**src/rtl/core/h264ff_pkg.sv**
```systemverilog
// Shared types and constants of the FLV tag framer.
// No dependencies.
package h264ff_pkg;

  // input kind codes
  localparam logic [1:0] KIND_VIDEO   = 2'd0;
  localparam logic [1:0] KIND_AUD_SEQ = 2'd1;

  // output packet kind codes
  localparam logic [1:0] PK_SEQ   = 2'd0;
  localparam logic [1:0] PK_VIDEO = 2'd1;
  localparam logic [1:0] PK_AUDIO = 2'd2;

  // byte values
  localparam logic [7:0] NAL_SPS        = 8'h67;
  localparam logic [7:0] NAL_PPS        = 8'h68;
  localparam logic [7:0] NAL_IDR        = 8'h65;
  localparam logic [7:0] BYTE_AVC_KEY   = 8'h17;
  localparam logic [7:0] BYTE_AVC_INTER = 8'h27;
  localparam logic [7:0] BYTE_RSV_FF    = 8'hFF;
  localparam logic [7:0] BYTE_NUM_SPS   = 8'hE1;
  localparam logic [7:0] BYTE_AAC       = 8'hAF;
  localparam logic [7:0] BYTE_ONE       = 8'h01;
  localparam logic [7:0] BYTE_ZERO      = 8'h00;
  localparam logic [31:0] START_CODE    = 32'h0000_0001;

  // what the emitter has to send for one accepted word
  typedef enum logic [1:0] {
    JOB_DATA,
    JOB_AUDHDR,
    JOB_VIDHDR
  } job_e;

  typedef struct packed {
    logic        vld;
    job_e        jtype;
    logic [1:0]  pkind;
    logic [7:0]  data;
    logic        last;
    logic [31:0] stamp;
    logic        aud_raw;
    logic        key;
    logic        with_seq;
    logic [31:0] flen;
  } job_t;

endpackage

```
**src/rtl/core/h264ff_ram.sv**
```systemverilog
// Generic single-write, single-read RAM with registered read data.
// No dependencies.
module h264ff_ram #(
  parameter int W = 8,
  parameter int D = 8
) (
  input  logic                 clk_i,
  input  logic                 we_i,
  input  logic [$clog2(D)-1:0] waddr_i,
  input  logic [W-1:0]         wdata_i,
  input  logic                 re_i,
  input  logic [$clog2(D)-1:0] raddr_i,
  output logic [W-1:0]         rdata_o
);

  logic [W-1:0] mem_q [D];
  logic [W-1:0] rdata_q;

  // write port
  always_ff @(posedge clk_i) begin
    if (we_i) begin
      mem_q[waddr_i] <= wdata_i;
    end
  end

  // read port, data held until the next read
  always_ff @(posedge clk_i) begin
    if (re_i) begin
      rdata_q <= mem_q[raddr_i];
    end
  end

  assign rdata_o = rdata_q;

endmodule

```
**src/rtl/core/h264ff_parse.sv**
```systemverilog
// Buffer parser: tracks position and mode, captures SPS/PPS into the set RAMs,
// and hands at most one emit job per accepted word. Depends on h264ff_pkg.
module h264ff_parse #(
  parameter int SPS_MAX = 24,
  parameter int PPS_MAX = 8,
  localparam int SAW = $clog2(SPS_MAX),
  localparam int PAW = $clog2(PPS_MAX),
  localparam int SCW = $clog2(SPS_MAX + 1),
  localparam int PCW = $clog2(PPS_MAX + 1)
) (
  input  logic               clk_i,
  input  logic               rst_ni,
  input  logic               in_acc_i,
  input  logic [1:0]         kind_i,
  input  logic [7:0]         data_byte_i,
  input  logic [23:0]        total_len_i,
  input  logic [31:0]        timestamp_i,
  output h264ff_pkg::job_t   job_o,
  output logic               sps_we_o,
  output logic [SAW-1:0]     sps_waddr_o,
  output logic               pps_we_o,
  output logic [PAW-1:0]     pps_waddr_o,
  output logic [SCW-1:0]     sps_cnt_o,
  output logic [PCW-1:0]     pps_cnt_o
);

  typedef enum logic [1:0] {
    MODE_VHDR,
    MODE_VDATA,
    MODE_AUDIO,
    MODE_PSET
  } mode_e;

  typedef enum logic [1:0] {
    PH_SEEK,
    PH_PPS,
    PH_SKIP
  } phase_e;

  logic [23:0]    pos_q, pos_d;
  logic [31:0]    recent_q, recent_d;
  mode_e          mode_q, mode_d, mode_cur;
  phase_e         phase_q, phase_d;
  logic [SCW-1:0] sps_cnt_q, sps_cnt_d;
  logic [PCW-1:0] pps_cnt_q, pps_cnt_d;
  logic           valid_q, valid_d;

  logic           p_zero, last;
  logic [23:0]    rel4, rel8, q_pps, q_new;

  assign p_zero = (pos_q == 24'd0);
  assign last   = (({1'b0, pos_q} + 25'd1) >= {1'b0, total_len_i});
  assign rel4   = pos_q - 24'd4;
  assign rel8   = pos_q - 24'd8;
  assign q_pps  = pos_q - (24'(sps_cnt_q) + 24'd8);

  // next state and job decode
  always_comb begin
    pos_d       = pos_q;
    recent_d    = recent_q;
    mode_d      = mode_q;
    phase_d     = phase_q;
    sps_cnt_d   = sps_cnt_q;
    pps_cnt_d   = pps_cnt_q;
    valid_d     = valid_q;
    q_new       = '0;
    sps_we_o    = 1'b0;
    sps_waddr_o = '0;
    pps_we_o    = 1'b0;
    pps_waddr_o = '0;
    mode_cur    = p_zero ? ((kind_i == h264ff_pkg::KIND_VIDEO) ? MODE_VHDR : MODE_AUDIO)
                         : mode_q;

    job_o          = '0;
    job_o.jtype    = h264ff_pkg::JOB_DATA;
    job_o.pkind    = h264ff_pkg::PK_VIDEO;
    job_o.data     = data_byte_i;
    job_o.last     = last;
    job_o.stamp    = timestamp_i;
    job_o.aud_raw  = (kind_i != h264ff_pkg::KIND_AUD_SEQ);
    job_o.key      = (data_byte_i == h264ff_pkg::NAL_IDR);
    job_o.with_seq = (data_byte_i == h264ff_pkg::NAL_IDR) && valid_q;
    job_o.flen     = {8'd0, total_len_i} - 32'd4;

    if (in_acc_i) begin
      mode_d = mode_cur;
      case (mode_cur)
        MODE_AUDIO: begin
          job_o.vld   = 1'b1;
          job_o.jtype = p_zero ? h264ff_pkg::JOB_AUDHDR : h264ff_pkg::JOB_DATA;
          job_o.pkind = h264ff_pkg::PK_AUDIO;
        end
        MODE_VDATA: begin
          job_o.vld = 1'b1;
        end
        MODE_VHDR: begin
          if (pos_q == 24'd4) begin
            if (data_byte_i == h264ff_pkg::NAL_SPS) begin
              mode_d = MODE_PSET;
              if (valid_q) begin
                phase_d = PH_SKIP;
              end else begin
                phase_d  = PH_SEEK;
                sps_we_o = 1'b1;
              end
            end else begin
              mode_d      = MODE_VDATA;
              job_o.vld   = 1'b1;
              job_o.jtype = h264ff_pkg::JOB_VIDHDR;
            end
          end
        end
        default: begin
          // parameter-set buffer
          case (phase_q)
            PH_SEEK: begin
              if (pos_q >= 24'd9 && recent_q == h264ff_pkg::START_CODE &&
                  data_byte_i == h264ff_pkg::NAL_PPS) begin
                if (rel8 > 24'(SPS_MAX)) begin
                  phase_d = PH_SKIP;
                end else begin
                  sps_cnt_d = rel8[SCW-1:0];
                  phase_d   = PH_PPS;
                  pps_we_o  = 1'b1;
                end
              end else if (pos_q >= 24'd4 && rel4 < 24'(SPS_MAX)) begin
                sps_we_o    = 1'b1;
                sps_waddr_o = rel4[SAW-1:0];
              end
            end
            PH_PPS: begin
              if (q_pps < 24'(PPS_MAX)) begin
                pps_we_o    = 1'b1;
                pps_waddr_o = q_pps[PAW-1:0];
              end else begin
                phase_d = PH_SKIP;
              end
            end
            default: ;
          endcase
          // buffer ends while collecting the PPS: both sets are in
          if (last && phase_d == PH_PPS) begin
            q_new     = pos_q - (24'(sps_cnt_d) + 24'd8);
            pps_cnt_d = q_new[PCW-1:0] + PCW'(1);
            valid_d   = 1'b1;
          end
        end
      endcase
      recent_d = {recent_q[23:0], data_byte_i};
      pos_d    = last ? 24'd0 : (pos_q + 24'd1);
    end
  end

  // state registers
  always_ff @(posedge clk_i or negedge rst_ni) begin
    if (!rst_ni) begin
      pos_q     <= 24'd0;
      recent_q  <= '1;
      mode_q    <= MODE_VHDR;
      phase_q   <= PH_SEEK;
      sps_cnt_q <= '0;
      pps_cnt_q <= '0;
      valid_q   <= 1'b0;
    end else begin
      pos_q     <= pos_d;
      recent_q  <= recent_d;
      mode_q    <= mode_d;
      phase_q   <= phase_d;
      sps_cnt_q <= sps_cnt_d;
      pps_cnt_q <= pps_cnt_d;
      valid_q   <= valid_d;
    end
  end

  assign sps_cnt_o = sps_cnt_q;
  assign pps_cnt_o = pps_cnt_q;

endmodule

```
**src/rtl/core/h264ff_emit.sv**
```systemverilog
// Emit sequencer: turns jobs into output words, reading the set RAMs for the
// AVC sequence header, and holds the output register. Depends on h264ff_pkg.
module h264ff_emit #(
  parameter int SPS_MAX = 24,
  parameter int PPS_MAX = 8,
  localparam int SAW = $clog2(SPS_MAX),
  localparam int PAW = $clog2(PPS_MAX),
  localparam int SCW = $clog2(SPS_MAX + 1),
  localparam int PCW = $clog2(PPS_MAX + 1),
  localparam int IW  = $clog2(SPS_MAX + PPS_MAX + 16)
) (
  input  logic             clk_i,
  input  logic             rst_ni,
  input  h264ff_pkg::job_t job_i,
  output logic             ready_o,
  input  logic [SCW-1:0]   sps_cnt_i,
  input  logic [PCW-1:0]   pps_cnt_i,
  output logic             sps_re_o,
  output logic [SAW-1:0]   sps_raddr_o,
  input  logic [7:0]       sps_rdata_i,
  output logic             pps_re_o,
  output logic [PAW-1:0]   pps_raddr_o,
  input  logic [7:0]       pps_rdata_i,
  output logic             out_valid_o,
  input  logic             out_ready_i,
  output logic [7:0]       out_byte_o,
  output logic [1:0]       out_kind_o,
  output logic             out_end_o,
  output logic [31:0]      out_stamp_o
);

  typedef enum logic [3:0] {
    ST_IDLE,
    ST_SH_HEAD,
    ST_SH_PROF,
    ST_SH_MID,
    ST_SH_SPS,
    ST_SH_PMID,
    ST_SH_PPS,
    ST_VHDR,
    ST_AHDR,
    ST_DATA
  } state_e;

  state_e      st_q, first_st;
  logic [IW-1:0] idx_q;
  logic        pend_q;
  logic        ovld_q, oend_q;
  logic [7:0]  obyte_q;
  logic [1:0]  opk_q;
  logic [31:0] ostamp_q;

  // captured job
  logic [7:0]  data_q;
  logic        last_q, aud_raw_q, key_q;
  logic [1:0]  pkind_q;
  logic [31:0] stamp_q, flen_q;

  logic        slot_free, fetch_st, seq_st, step;
  logic [7:0]  w_byte;
  logic        w_end;
  logic [15:0] sl16, pl16;
  logic        sps_last, pps_last;

  assign slot_free = !ovld_q || out_ready_i;
  assign fetch_st  = (st_q == ST_SH_PROF) || (st_q == ST_SH_SPS) || (st_q == ST_SH_PPS);
  assign seq_st    = (st_q == ST_SH_HEAD) || (st_q == ST_SH_PROF) || (st_q == ST_SH_MID) ||
                     (st_q == ST_SH_SPS) || (st_q == ST_SH_PMID) || (st_q == ST_SH_PPS);
  assign step      = (st_q != ST_IDLE) && slot_free && (!fetch_st || pend_q);
  assign ready_o   = (st_q == ST_IDLE) || ((st_q == ST_DATA) && slot_free);

  assign sl16     = 16'(sps_cnt_i);
  assign pl16     = 16'(pps_cnt_i);
  assign sps_last = ((idx_q + IW'(1)) == IW'(sps_cnt_i));
  assign pps_last = ((idx_q + IW'(1)) == IW'(pps_cnt_i));

  // memory reads: issued ahead of the word that uses them
  assign sps_re_o    = !pend_q && ((st_q == ST_SH_PROF) || (st_q == ST_SH_SPS));
  assign sps_raddr_o = idx_q[SAW-1:0];
  assign pps_re_o    = !pend_q && (st_q == ST_SH_PPS);
  assign pps_raddr_o = idx_q[PAW-1:0];

  // first state of a new job
  always_comb begin
    case (job_i.jtype)
      h264ff_pkg::JOB_AUDHDR: first_st = ST_AHDR;
      h264ff_pkg::JOB_VIDHDR: first_st = job_i.with_seq ? ST_SH_HEAD : ST_VHDR;
      default:                first_st = ST_DATA;
    endcase
  end

  // word byte and end flag for the current step
  always_comb begin
    w_end = 1'b0;
    case (st_q)
      ST_SH_HEAD: begin
        if (idx_q == IW'(0))      w_byte = h264ff_pkg::BYTE_AVC_KEY;
        else if (idx_q == IW'(5)) w_byte = h264ff_pkg::BYTE_ONE;
        else                      w_byte = h264ff_pkg::BYTE_ZERO;
      end
      ST_SH_PROF, ST_SH_SPS: w_byte = sps_rdata_i;
      ST_SH_MID: begin
        case (idx_q)
          IW'(0):  w_byte = h264ff_pkg::BYTE_RSV_FF;
          IW'(1):  w_byte = h264ff_pkg::BYTE_NUM_SPS;
          IW'(2):  w_byte = sl16[15:8];
          default: w_byte = sl16[7:0];
        endcase
      end
      ST_SH_PMID: begin
        case (idx_q)
          IW'(0):  w_byte = h264ff_pkg::BYTE_ONE;
          IW'(1):  w_byte = pl16[15:8];
          default: begin
            w_byte = pl16[7:0];
            w_end  = (pps_cnt_i == '0);
          end
        endcase
      end
      ST_SH_PPS: begin
        w_byte = pps_rdata_i;
        w_end  = pps_last;
      end
      ST_VHDR: begin
        case (idx_q)
          IW'(0):  w_byte = key_q ? h264ff_pkg::BYTE_AVC_KEY : h264ff_pkg::BYTE_AVC_INTER;
          IW'(1):  w_byte = h264ff_pkg::BYTE_ONE;
          IW'(5):  w_byte = flen_q[31:24];
          IW'(6):  w_byte = flen_q[23:16];
          IW'(7):  w_byte = flen_q[15:8];
          IW'(8):  w_byte = flen_q[7:0];
          default: w_byte = h264ff_pkg::BYTE_ZERO;
        endcase
      end
      ST_AHDR: begin
        if (idx_q == IW'(0)) w_byte = h264ff_pkg::BYTE_AAC;
        else w_byte = aud_raw_q ? h264ff_pkg::BYTE_ONE : h264ff_pkg::BYTE_ZERO;
      end
      ST_DATA: begin
        w_byte = data_q;
        w_end  = last_q;
      end
      default: w_byte = h264ff_pkg::BYTE_ZERO;
    endcase
  end

  // sequencer state and output register
  always_ff @(posedge clk_i or negedge rst_ni) begin
    if (!rst_ni) begin
      st_q      <= ST_IDLE;
      idx_q     <= '0;
      pend_q    <= 1'b0;
      ovld_q    <= 1'b0;
      obyte_q   <= '0;
      opk_q     <= '0;
      oend_q    <= 1'b0;
      ostamp_q  <= '0;
      data_q    <= '0;
      last_q    <= 1'b0;
      aud_raw_q <= 1'b0;
      key_q     <= 1'b0;
      pkind_q   <= '0;
      stamp_q   <= '0;
      flen_q    <= '0;
    end else begin
      if (ovld_q && out_ready_i) begin
        ovld_q <= 1'b0;
      end
      if (fetch_st && !pend_q) begin
        pend_q <= 1'b1;
      end
      if (step) begin
        ovld_q   <= 1'b1;
        obyte_q  <= w_byte;
        oend_q   <= w_end;
        opk_q    <= seq_st ? h264ff_pkg::PK_SEQ : pkind_q;
        ostamp_q <= seq_st ? 32'd0 : stamp_q;
        pend_q   <= 1'b0;
        idx_q    <= idx_q + IW'(1);
        case (st_q)
          ST_SH_HEAD: begin
            if (idx_q == IW'(5)) begin
              st_q  <= ST_SH_PROF;
              idx_q <= IW'(1);
            end
          end
          ST_SH_PROF: begin
            if (idx_q == IW'(3)) begin
              st_q  <= ST_SH_MID;
              idx_q <= '0;
            end
          end
          ST_SH_MID: begin
            if (idx_q == IW'(3)) begin
              st_q  <= (sps_cnt_i == '0) ? ST_SH_PMID : ST_SH_SPS;
              idx_q <= '0;
            end
          end
          ST_SH_SPS: begin
            if (sps_last) begin
              st_q  <= ST_SH_PMID;
              idx_q <= '0;
            end
          end
          ST_SH_PMID: begin
            if (idx_q == IW'(2)) begin
              st_q  <= (pps_cnt_i == '0) ? ST_VHDR : ST_SH_PPS;
              idx_q <= '0;
            end
          end
          ST_SH_PPS: begin
            if (pps_last) begin
              st_q  <= ST_VHDR;
              idx_q <= '0;
            end
          end
          ST_VHDR: begin
            if (idx_q == IW'(8)) begin
              st_q  <= ST_DATA;
              idx_q <= '0;
            end
          end
          ST_AHDR: begin
            if (idx_q == IW'(1)) begin
              st_q  <= ST_DATA;
              idx_q <= '0;
            end
          end
          default: begin
            st_q  <= ST_IDLE;
            idx_q <= '0;
          end
        endcase
      end
      // a new job only arrives while ready_o is high
      if (job_i.vld) begin
        st_q      <= first_st;
        idx_q     <= '0;
        data_q    <= job_i.data;
        last_q    <= job_i.last;
        aud_raw_q <= job_i.aud_raw;
        key_q     <= job_i.key;
        pkind_q   <= job_i.pkind;
        stamp_q   <= job_i.stamp;
        flen_q    <= job_i.flen;
      end
    end
  end

  assign out_valid_o = ovld_q;
  assign out_byte_o  = obyte_q;
  assign out_kind_o  = opk_q;
  assign out_end_o   = oend_q;
  assign out_stamp_o = ostamp_q;

endmodule

```
**src/rtl/core/h264_flv_tag_framer_top.sv**
```systemverilog
// Top level of the FLV tag framer: parser, emit sequencer and SPS/PPS RAMs.
// Depends on h264ff_pkg, h264ff_ram, h264ff_parse, h264ff_emit.
//
// channel  dir  tdata (low bit up)                          tuser        tlast
// s_axis   in   data_byte[7:0] total_len[31:8] timestamp    kind[1:0]    -
// m_axis   out  out_byte[7:0] stamp_out[39:8]               packet_kind  packet_end
//
// Payload words of audio and video take one cycle each; the fifth byte of a
// video buffer issues 10 words, an audio buffer's first byte 3.
// A keyframe's sequence header adds 16 + SPS + PPS words; each set byte is
// first read from its set RAM, then issued as a word. Input is held off
// while a header burst runs. Reset needs no clearing pass (the set RAMs are
// only read after they were written). A stalled m_axis holds its word.
module h264_flv_tag_framer_top #(
  parameter int SPS_MAX = 24,
  parameter int PPS_MAX = 8
) (
  input  logic        clk_i,
  input  logic        rst_ni,
  input  logic        s_axis_tvalid,
  output logic        s_axis_tready,
  input  logic [63:0] s_axis_tdata,   // data_byte, total_len, timestamp
  input  logic [1:0]  s_axis_tuser,   // kind
  output logic        m_axis_tvalid,
  input  logic        m_axis_tready,
  output logic [39:0] m_axis_tdata,   // out_byte, stamp_out
  output logic [1:0]  m_axis_tuser,   // packet_kind
  output logic        m_axis_tlast
);

  localparam int SAW = $clog2(SPS_MAX);
  localparam int PAW = $clog2(PPS_MAX);
  localparam int SCW = $clog2(SPS_MAX + 1);
  localparam int PCW = $clog2(PPS_MAX + 1);

  h264ff_pkg::job_t job;
  logic             in_acc;
  logic             sps_we, pps_we, sps_re, pps_re;
  logic [SAW-1:0]   sps_waddr, sps_raddr;
  logic [PAW-1:0]   pps_waddr, pps_raddr;
  logic [7:0]       sps_rdata, pps_rdata, out_byte;
  logic [SCW-1:0]   sps_cnt;
  logic [PCW-1:0]   pps_cnt;
  logic [31:0]      out_stamp;

  assign in_acc = s_axis_tvalid && s_axis_tready;

  h264ff_parse #(
    .SPS_MAX (SPS_MAX),
    .PPS_MAX (PPS_MAX)
  ) u_parse (
    .clk_i       (clk_i),
    .rst_ni      (rst_ni),
    .in_acc_i    (in_acc),
    .kind_i      (s_axis_tuser),
    .data_byte_i (s_axis_tdata[7:0]),
    .total_len_i (s_axis_tdata[31:8]),
    .timestamp_i (s_axis_tdata[63:32]),
    .job_o       (job),
    .sps_we_o    (sps_we),
    .sps_waddr_o (sps_waddr),
    .pps_we_o    (pps_we),
    .pps_waddr_o (pps_waddr),
    .sps_cnt_o   (sps_cnt),
    .pps_cnt_o   (pps_cnt)
  );

  // SPS store
  h264ff_ram #(
    .W (8),
    .D (SPS_MAX)
  ) u_sps_ram (
    .clk_i   (clk_i),
    .we_i    (sps_we),
    .waddr_i (sps_waddr),
    .wdata_i (s_axis_tdata[7:0]),
    .re_i    (sps_re),
    .raddr_i (sps_raddr),
    .rdata_o (sps_rdata)
  );

  // PPS store
  h264ff_ram #(
    .W (8),
    .D (PPS_MAX)
  ) u_pps_ram (
    .clk_i   (clk_i),
    .we_i    (pps_we),
    .waddr_i (pps_waddr),
    .wdata_i (s_axis_tdata[7:0]),
    .re_i    (pps_re),
    .raddr_i (pps_raddr),
    .rdata_o (pps_rdata)
  );

  h264ff_emit #(
    .SPS_MAX (SPS_MAX),
    .PPS_MAX (PPS_MAX)
  ) u_emit (
    .clk_i       (clk_i),
    .rst_ni      (rst_ni),
    .job_i       (job),
    .ready_o     (s_axis_tready),
    .sps_cnt_i   (sps_cnt),
    .pps_cnt_i   (pps_cnt),
    .sps_re_o    (sps_re),
    .sps_raddr_o (sps_raddr),
    .sps_rdata_i (sps_rdata),
    .pps_re_o    (pps_re),
    .pps_raddr_o (pps_raddr),
    .pps_rdata_i (pps_rdata),
    .out_valid_o (m_axis_tvalid),
    .out_ready_i (m_axis_tready),
    .out_byte_o  (out_byte),
    .out_kind_o  (m_axis_tuser),
    .out_end_o   (m_axis_tlast),
    .out_stamp_o (out_stamp)
  );

  assign m_axis_tdata = {out_stamp, out_byte};

endmodule

```
**config.mk**
```make
export PLATFORM = sky130hd
export DESIGN_NAME = h264_flv_tag_framer_top
export DESIGN_NICKNAME = d
export VERILOG_FILES = /design/src/rtl/core/h264ff_pkg.sv /design/src/rtl/core/h264ff_ram.sv /design/src/rtl/core/h264ff_parse.sv /design/src/rtl/core/h264ff_emit.sv /design/src/rtl/core/h264_flv_tag_framer_top.sv
export SDC_FILE = /design/constraint.sdc
export NUM_CORES = 1
export LEC_CHECK = 0
export BUFFER_PORTS_ARGS = -buffer_cell sky130_fd_sc_hd__buf_2
export CELL_PAD_IN_SITES_DETAIL_PLACEMENT = 1
export CELL_PAD_IN_SITES_GLOBAL_PLACEMENT = 1
export CORE_MARGIN = 2
export CORE_UTILIZATION = 51
export CTS_BUF_LIST = sky130_fd_sc_hd__clkbuf_4 sky130_fd_sc_hd__clkbuf_8
export DETAILED_ROUTE_END_ITERATION = 6
export PLACE_DENSITY = 0.78
export SYNTH_ARGS = -nofsm -noshare
export SYNTH_HDL_FRONTEND = slang
export SYNTH_SLANG_ARGS = --single-unit
```
**constraint.sdc**
```tcl
create_clock -name clk_i -period 6.36 [get_ports clk_i]
set_input_delay 1.908 -clock clk_i [delete_from_list [all_inputs] [get_ports clk_i]]
set_output_delay 1.908 -clock clk_i [all_outputs]
set_load 0.01 [all_outputs]
```
# Word-level counts from Yosys, hierarchy flattened
# Memories as Yosys holds them, arrays and structs flattened. A register that Yosys moved wholly into a read port is not among the register bits.
# Cells that the tools add are included.
# W data, S select, Z words.
[word_totals] ff_bits=202 latchBits=0 ramBits=256 rom_bits=0 input_bits=70 out_inout_bits=45 wordCells=227 n_memories=2
[mem_list] memory="u_sps_ram.mem_q" words=24 width=8 rd=1 rd_ports_with_merged_regs=1 wr=1 line_no="h264ff_ram.sv:16" source="logic [W-1:0] mem_q [D];"
[mem_list] memory="u_pps_ram.mem_q" words=8 width=8 rd=1 rd_ports_with_merged_regs=1 wr=1 line_no="h264ff_ram.sv:16"
[op_classes] add_sub_neg=11 multipliers=0 div_mod_pow=0 order_cmp=6 n_eq_ne=40 shifts=0 n_mux=97 bitwise_logic=2 n_reduce_logical=47
[ops] op="$pmux W8 S8" count=1
[ops] op="$mux W6" count=10
[ops] op="$mux W5" count=11
[ops] op="$pmux W8 S6" count=1
[ops] op="$pmux W6 S7" count=1
[ops] op="$mux W4" count=10
[ops] op="$eq A32 B1 Y1 const B" count=1
[ops] op="$mux W32" count=1
[ops] op="$pmux W4 S8" count=1
[ops] op="$mux W2" count=15
[ops] op="$mux W1" count=26
[ops] op="$add A24 B1 Y25 const B" count=1
[ops] op="$ge A25 B24 Y1" count=1
[ops] op="$sub A24 B3 Y25 const B" count=1
[ops] op="$add A24 B1 Y24 const B" count=1
[ops] op="$eq A24 B3 Y1 const B" count=1
[ops] op="$eq A8 B7 Y1 const B" count=3
[ops] op="$ge A24 B3 Y1 const B" count=1
[ops] op="$ge A24 B4 Y1 const B" count=1
[ops] op="$gt A24 B5 Y1 const B" count=1
[ops] op="$logic_not A24 Y1" count=1
[ops] op="$lt A24 B4 Y1 const B" count=1
[ops] op="$lt A24 B5 Y1 const B" count=1
[ops] op="$mux W24" count=1
[ops] op="46 further kinds" count=110

# Logic depth before layout (Yosys ltp)
[logic_depth] depth_word=10 depth_mapped=18 mapped_depth_nobuf=16

# Modules after synthesis
# A second synthesis with hierarchy kept.
[hier_totals] cells_unflattened=1760 area_unflattened_um2=23216.0
[by_module_without_submodules] module="h264ff_ram (u_sps_ram)" n_inst=1 cells_each=383 area_each_um2=7800.0 seq_area_each_um2=6005.8
[by_module_without_submodules] module="h264ff_parse" n_inst=1 cells_each=730 area_each_um2=6412.4 seq_area_each_um2=1791.7
[by_module_without_submodules] module="h264ff_emit" n_inst=1 cells_each=532 area_each_um2=6226.0 seq_area_each_um2=3303.2
[by_module_without_submodules] module="h264ff_ram (u_pps_ram)" n_inst=1 cells_each=114 area_each_um2=2771.4 seq_area_each_um2=2162.1
[by_module_without_submodules] module="h264_flv_tag_framer_top" n_inst=1 cells_each=1 area_each_um2=6.3 seq_area_each_um2=0.0

# Least setup slack after synthesis
# Ideal clock, no wire load.
[synth_timing] kind="input to register" startpoint="input port s_axis_tdata[4]" endpoint="register u_parse.pps_cnt_q[3] (netlist: u_parse.pps_cnt_o[3])" setup_ps=125 arrival_time_ps=4826 t_required_ps=6235 path_slack_ps=1409 stages=15 path_buffers=1 cell_sequence="nor4bb_1 nand4_1 nor3_1 nand4bb_1 or4_1 buf_2 nand2_1 o21ai_0 ha_1 inv_1 ha_1 fa_1 xnor2_1 xnor2_1 mux2_2"
[synth_via] elab_chain_len=9 elab_cells_between_ends=16 cone_classes="add/sub (3); eq/ne (2); mux (8); reduce/logical (3)"
[synth_rtl] item="start: declaration" line_no="h264_flv_tag_framer_top.sv:22" source="input logic [63:0] s_axis_tdata,"
[synth_rtl] item="$eq A8 B7 Y1 (*)" line_no="h264ff_parse.sv:118" source="data_byte_i == h264ff_pkg::NAL_PPS) begin"
[synth_rtl] item="$logic_and A1 B1 Y1 (*)" line_no="h264ff_parse.sv:117" source="if (pos_q >= 24'd9 && recent_q == h264ff_pkg::START_CODE &&"
[synth_rtl] item="$mux W5 / $mux W2 (equally long branches)" line_no="h264ff_parse.sv:117"
[synth_rtl] item="$mux W5 / $pmux W2 S2 (equally long branches)" line_no="h264ff_parse.sv:115" source="case (phase_q)"
[synth_rtl] item="$mux W5 / $mux W2 (equally long branches)" line_no="h264ff_parse.sv:87" source="case (mode_cur)"
[synth_rtl] item="$mux W5 / $mux W2 (equally long branches)" line_no="h264ff_parse.sv:85" source="if (in_acc_i) begin"
[synth_rtl] item="$add A4 B4 Y4 / $eq A2 B1 Y1 (equally long branches)" line_no="h264ff_parse.sv:143, h264ff_parse.sv:142"
[synth_rtl] item="$sub A4 B4 Y4 / $logic_and A1 B1 Y1 (equally long branches)" line_no="h264ff_parse.sv:143, h264ff_parse.sv:142"
[synth_rtl] item="$add A4 B1 Y4 / $reduce_and A3 Y1 (equally long branches)"
[synth_rtl] item="end signal: assignment" line_no="h264ff_parse.sv:170" source="pps_cnt_q <= pps_cnt_d;"
[synth_rtl] item="end: declaration" line_no="h264ff_parse.sv:45" source="logic [PCW-1:0] pps_cnt_q, pps_cnt_d;"
# Every way passes the cells marked *; elsewhere a longest branch is shown, timed or not. The select of a mux whose other input is x is not followed.
# A chain may end at the register's enable or synchronous reset.

# Final worst setup path
[layout_timing] startpoint="register u_parse.pos_q[13]" endpoint="memory u_sps_ram.mem_q[7][6], enable pin"
[layout_via] elab_chain_len=10 elab_cells_between_ends=28 cone_classes="add/sub (1); order compare (3); eq/ne (3); mux (14); reduce/logical (7)"
[layout_rtl] item="start: declaration" line_no="h264ff_parse.sv:40" source="logic [23:0] pos_q, pos_d;"
[layout_rtl] item="start signal: assignment" line_no="h264ff_parse.sv:165" source="pos_q <= pos_d;"
[layout_rtl] item="$sub A24 B3 Y24" line_no="h264ff_parse.sv:53" source="assign rel4 = pos_q - 24'd4;"
[layout_rtl] item="$lt A24 B5 Y1" line_no="h264ff_parse.sv:126" source="end else if (pos_q >= 24'd4 && rel4 < 24'(SPS_MAX)) begin"
[layout_rtl] item="$logic_and A1 B1 Y1" line_no="h264ff_parse.sv:126"
[layout_rtl] item="$mux W1" line_no="h264ff_parse.sv:126"
[layout_rtl] item="$mux W1" line_no="h264ff_parse.sv:117"
[layout_rtl] item="$mux W1" line_no="h264ff_parse.sv:115"
[layout_rtl] item="$pmux W1 S2" line_no="h264ff_parse.sv:87"
[layout_rtl] item="$mux W1" line_no="h264ff_parse.sv:85"
[layout_rtl] item="$mux W1" line_no="h264ff_ram.sv:21" source="if (we_i) begin"
[layout_rtl] item="$mux W1 (not written as such)" line_no="h264ff_ram.sv:22" source="mem_q[waddr_i] <= wdata_i;"
[layout_rtl] item="end: declaration" line_no="h264ff_ram.sv:16"
# Parallel ways exist; a longest one is shown, timed or not.

==> metrics.cfg <==
[synth]
seq_area_frac_synth_pct = 59.9
async_reset_ff_share_pct = 41.8
synth_nets = 1934
syn_area_per_cell_um2 = 12.1
synth-seq-cells = 467
yosysWarnings = 0
synth_edf_count = 272
synth_ff_type = edfxtp_1
synthesis.area_um2 = 21900
synth_cell_types = 79
synthCells = 1805

[detailed_routing]
avgViaCountPerCell = 6.20
avgRoutedWirePerCell_um = 25.1
ant_nets = 0
wl_um = 63900
route.detailed.drc = 6
vias = 15816
first_iter_violations = 1595
first_pass_iters = 7

[finish]
layout_common_cells = nand2_1, edfxtp_1, dfrtp_1
fin_area_um2 = 24800
post-route-util_pct = 58.8
drive_above_1_share_pct = 21.3
area_growth_pct = 13.3
final_cells = 2550
nets = 2076
nFillCells = 4343
multi_input_area_um2 = 8180
layout_commonest_cell = nand2_1
n_antenna_cell = 0
seqCellArea_um2 = 13100

[place]
placed_cells = 2406
gp_congestion = 0.924
place_area_um2 = 23100
dp_hpwl_um = 43400
io_buffers = 114
dpl_worst_slack_ns = 0.480

[sta]
worstMarginPinSlew_ns = 1.24
holdWs_ns = 0.453
finalHoldViolations = 0
report.final.slew_viol_count = 0
setup_viol = 0
slew_headroom_pct = 17.0
min_period_ns = 6.11
fmax_mhz = 164
finalCritPeriodShare_pct = 96.0
setup_tns_ns = 0
finalWorstSetupSlack_ns = 0.252
finalClockSkew_ns = 0.0278
rsz0062_at_grt = false

[status]
outcome = complete, but fails checks
violations = DRC

[die]
ios = 115
floorplan.initialDensity_pct = 51.9
rows = 75
core_um2 = 42100
die_area_um2 = 44500
die_y_um = 211
die_w_um = 211

[setup_path]
path_class = register to register
cpPeakStageDelay_ns = 0.65
reg2reg_slack_ns = 0.25
arrival_ns = 6.36
cpMostUsedCell = nor2_1
cp_max_fo = 17
slowest_stage = nor2_1
timing.critical_path.buf_inv = 0
path_delay_family = simple AND/OR/NAND/NOR gates
critPathCaptureType = register
cp.required_ns = 6.62
critPathLaunchType = register
crit_chain = nor4_2 -> nand4_2 -> or2_2 -> nor2_1 -> nor2_1 -> a21oi_1 -> ha_1 -> nor2b_1 -> nand4_1 -> nor4_1 -> o2111a_1 -> nand4_1 -> or3_1 -> nor2_1

[clock_network]
postCtsSetupBuffers = 0
ctsResizeCount = 0
cts_root_buf = clkbuf_8
tritoncts = built
postCtsHoldBufs = 0
clk_pin_slew_ns = 0.06
worstSkewPairLatency_ns = 0.66
cts_buffer_depth = 3
htreeDepth = 3
cts.sinks = 467
cts-buffers-inserted = 78

[flow_run]
maxCapViolCount = 0

[global_route]
grt_use_total_pct = 29.5
antenna_found_initial = 3
grt_pass1_vias = 16564
grt_first_pass_wirelength_um = 99200
grt_max_degree = 111
grt-ovfl-total = 0

[power]
powerDensity_nw_per_um2 = 413
leakagePower_nw = 10.0
ir_worst_vdd_mv = 0.212
finalPower_mw = 10.2

[hold_path]
min_path_type = register to register

[cells in the mapped netlist (7+ instances only)]
library cell | number | area [µm²]
edfxtp_1 | 272 | 8170
nor2b_1 | 21 | 131
dfrtp_1 | 163 | 4080
nand4_1 | 19 | 119
nor2_1 | 69 | 259
xor2_1 | 21 | 184
and2_1 | 7 | 43.8
nor4_1 | 29 | 181
a21oi_1 | 38 | 190
o41ai_1 | 7 | 61.3
o31ai_1 | 12 | 90.1
a222oi_1 | 9 | 90.1
a31oi_1 | 17 | 106
o21ai_0 | 85 | 425
buf_1 | 15 | 56.3
and3_1 | 12 | 75.1
dfstp_2 | 32 | 841
ha_1 | 57 | 713
or3_1 | 9 | 56.3
xnor2_1 | 50 | 438
nor3b_1 | 7 | 52.6
nand3b_1 | 7 | 52.6
a22o_1 | 39 | 342
or4_1 | 11 | 82.6
inv_1 | 62 | 233
a21o_1 | 9 | 67.6
mux4_2 | 72 | 1620
nand3_1 | 37 | 185
clkbuf_1 | 77 | 289
nand2_1 | 396 | 1490
nand2b_1 | 11 | 68.8
nor3_1 | 29 | 145
[worst reg2reg max path, cell delays in order (launching register included)]
cell and delay (ns):
dfrtp_1 0.58, nor4_2 0.50, nand4_2 0.32, or2_2 0.42, nor2_1 0.29, nor2_1 0.08
a21oi_1 0.29, ha_1 0.42, nor2b_1 0.24, nand4_1 0.23, nor4_1 0.38, o2111a_1 0.25
nand4_1 0.44, or3_1 0.63, nor2_1 0.65
[metal layers]
layer	wire, µm	vias to the layer above	GRT usage, %	part of all wire (%)
li1	-	6908	-	-
met1	26800	8069	40.4	42
met2	30200	700	46.9	47
met3	4950	135	6.29	7.7
met4	1880	4	11.0	2.9
met5	19	-	0	0.030
[cell families after synthesis]
group	Yosys count	share of synthesized area, %
fa+ha+maj	59	3.44
simple gates	692	14.7
xor+xnor	71	2.84
flops	467	59.9
buf+inv	161	2.86
mux	80	7.82
compound gates	275	8.49
[power breakdown]
part | internal (mW) | leakage [nW] | switching, mW
logic | 1.19 | 4.26 | 2.02
registers | 3.75 | 4.89 | 0.423
clock network | 1.59 | 0.891 | 1.25
[sequential cells by signal, indices dropped and copies added, names as in the netlist, 4 cells and up]
name / count
u_parse.pps_cnt_o: 4
u_emit.out_stamp_o: 32
u_emit.data_q: 8
u_emit.flen_q: 25
u_sps_ram.rdata_o: 8
u_emit.idx_q: 6
u_pps_ram.rdata_o: 8
u_emit.stamp_q: 32
u_parse.pos_q: 24
u_parse.sps_cnt_o: 5
u_emit.out_byte_o: 8
u_sps_ram.mem_q: 192
u_parse.recent_q: 32
u_emit.st_q: 4
u_pps_ram.mem_q: 64
[area by class of cell]
cell class,count,area share [%]
clock buffer,120,5.88
clock inverter,24,0.858
inverter,63,0.954
multi-input combinational,1177,33.0
sequential,467,52.8
tap,539,2.72
timing repair buffer,160,3.78
[path summary, 6_finish.rpt]
path,to,from,depth (start not counted)
hold reg to reg,u_parse.recent_q[15],u_parse.recent_q[7],2
hold / removal,u_parse.recent_q[15],u_parse.recent_q[7],2
max in group asynchronous,u_parse.recent_q[6],rst_ni,2
setup reg to reg,u_sps_ram.mem_q[7][6],u_parse.pos_q[13],14
min in group asynchronous,u_emit.out_valid_o,rst_ni,1
setup / recovery,u_sps_ram.mem_q[7][6],u_parse.pos_q[13],14
Note: power is estimated with default switching activity, not from simulation.
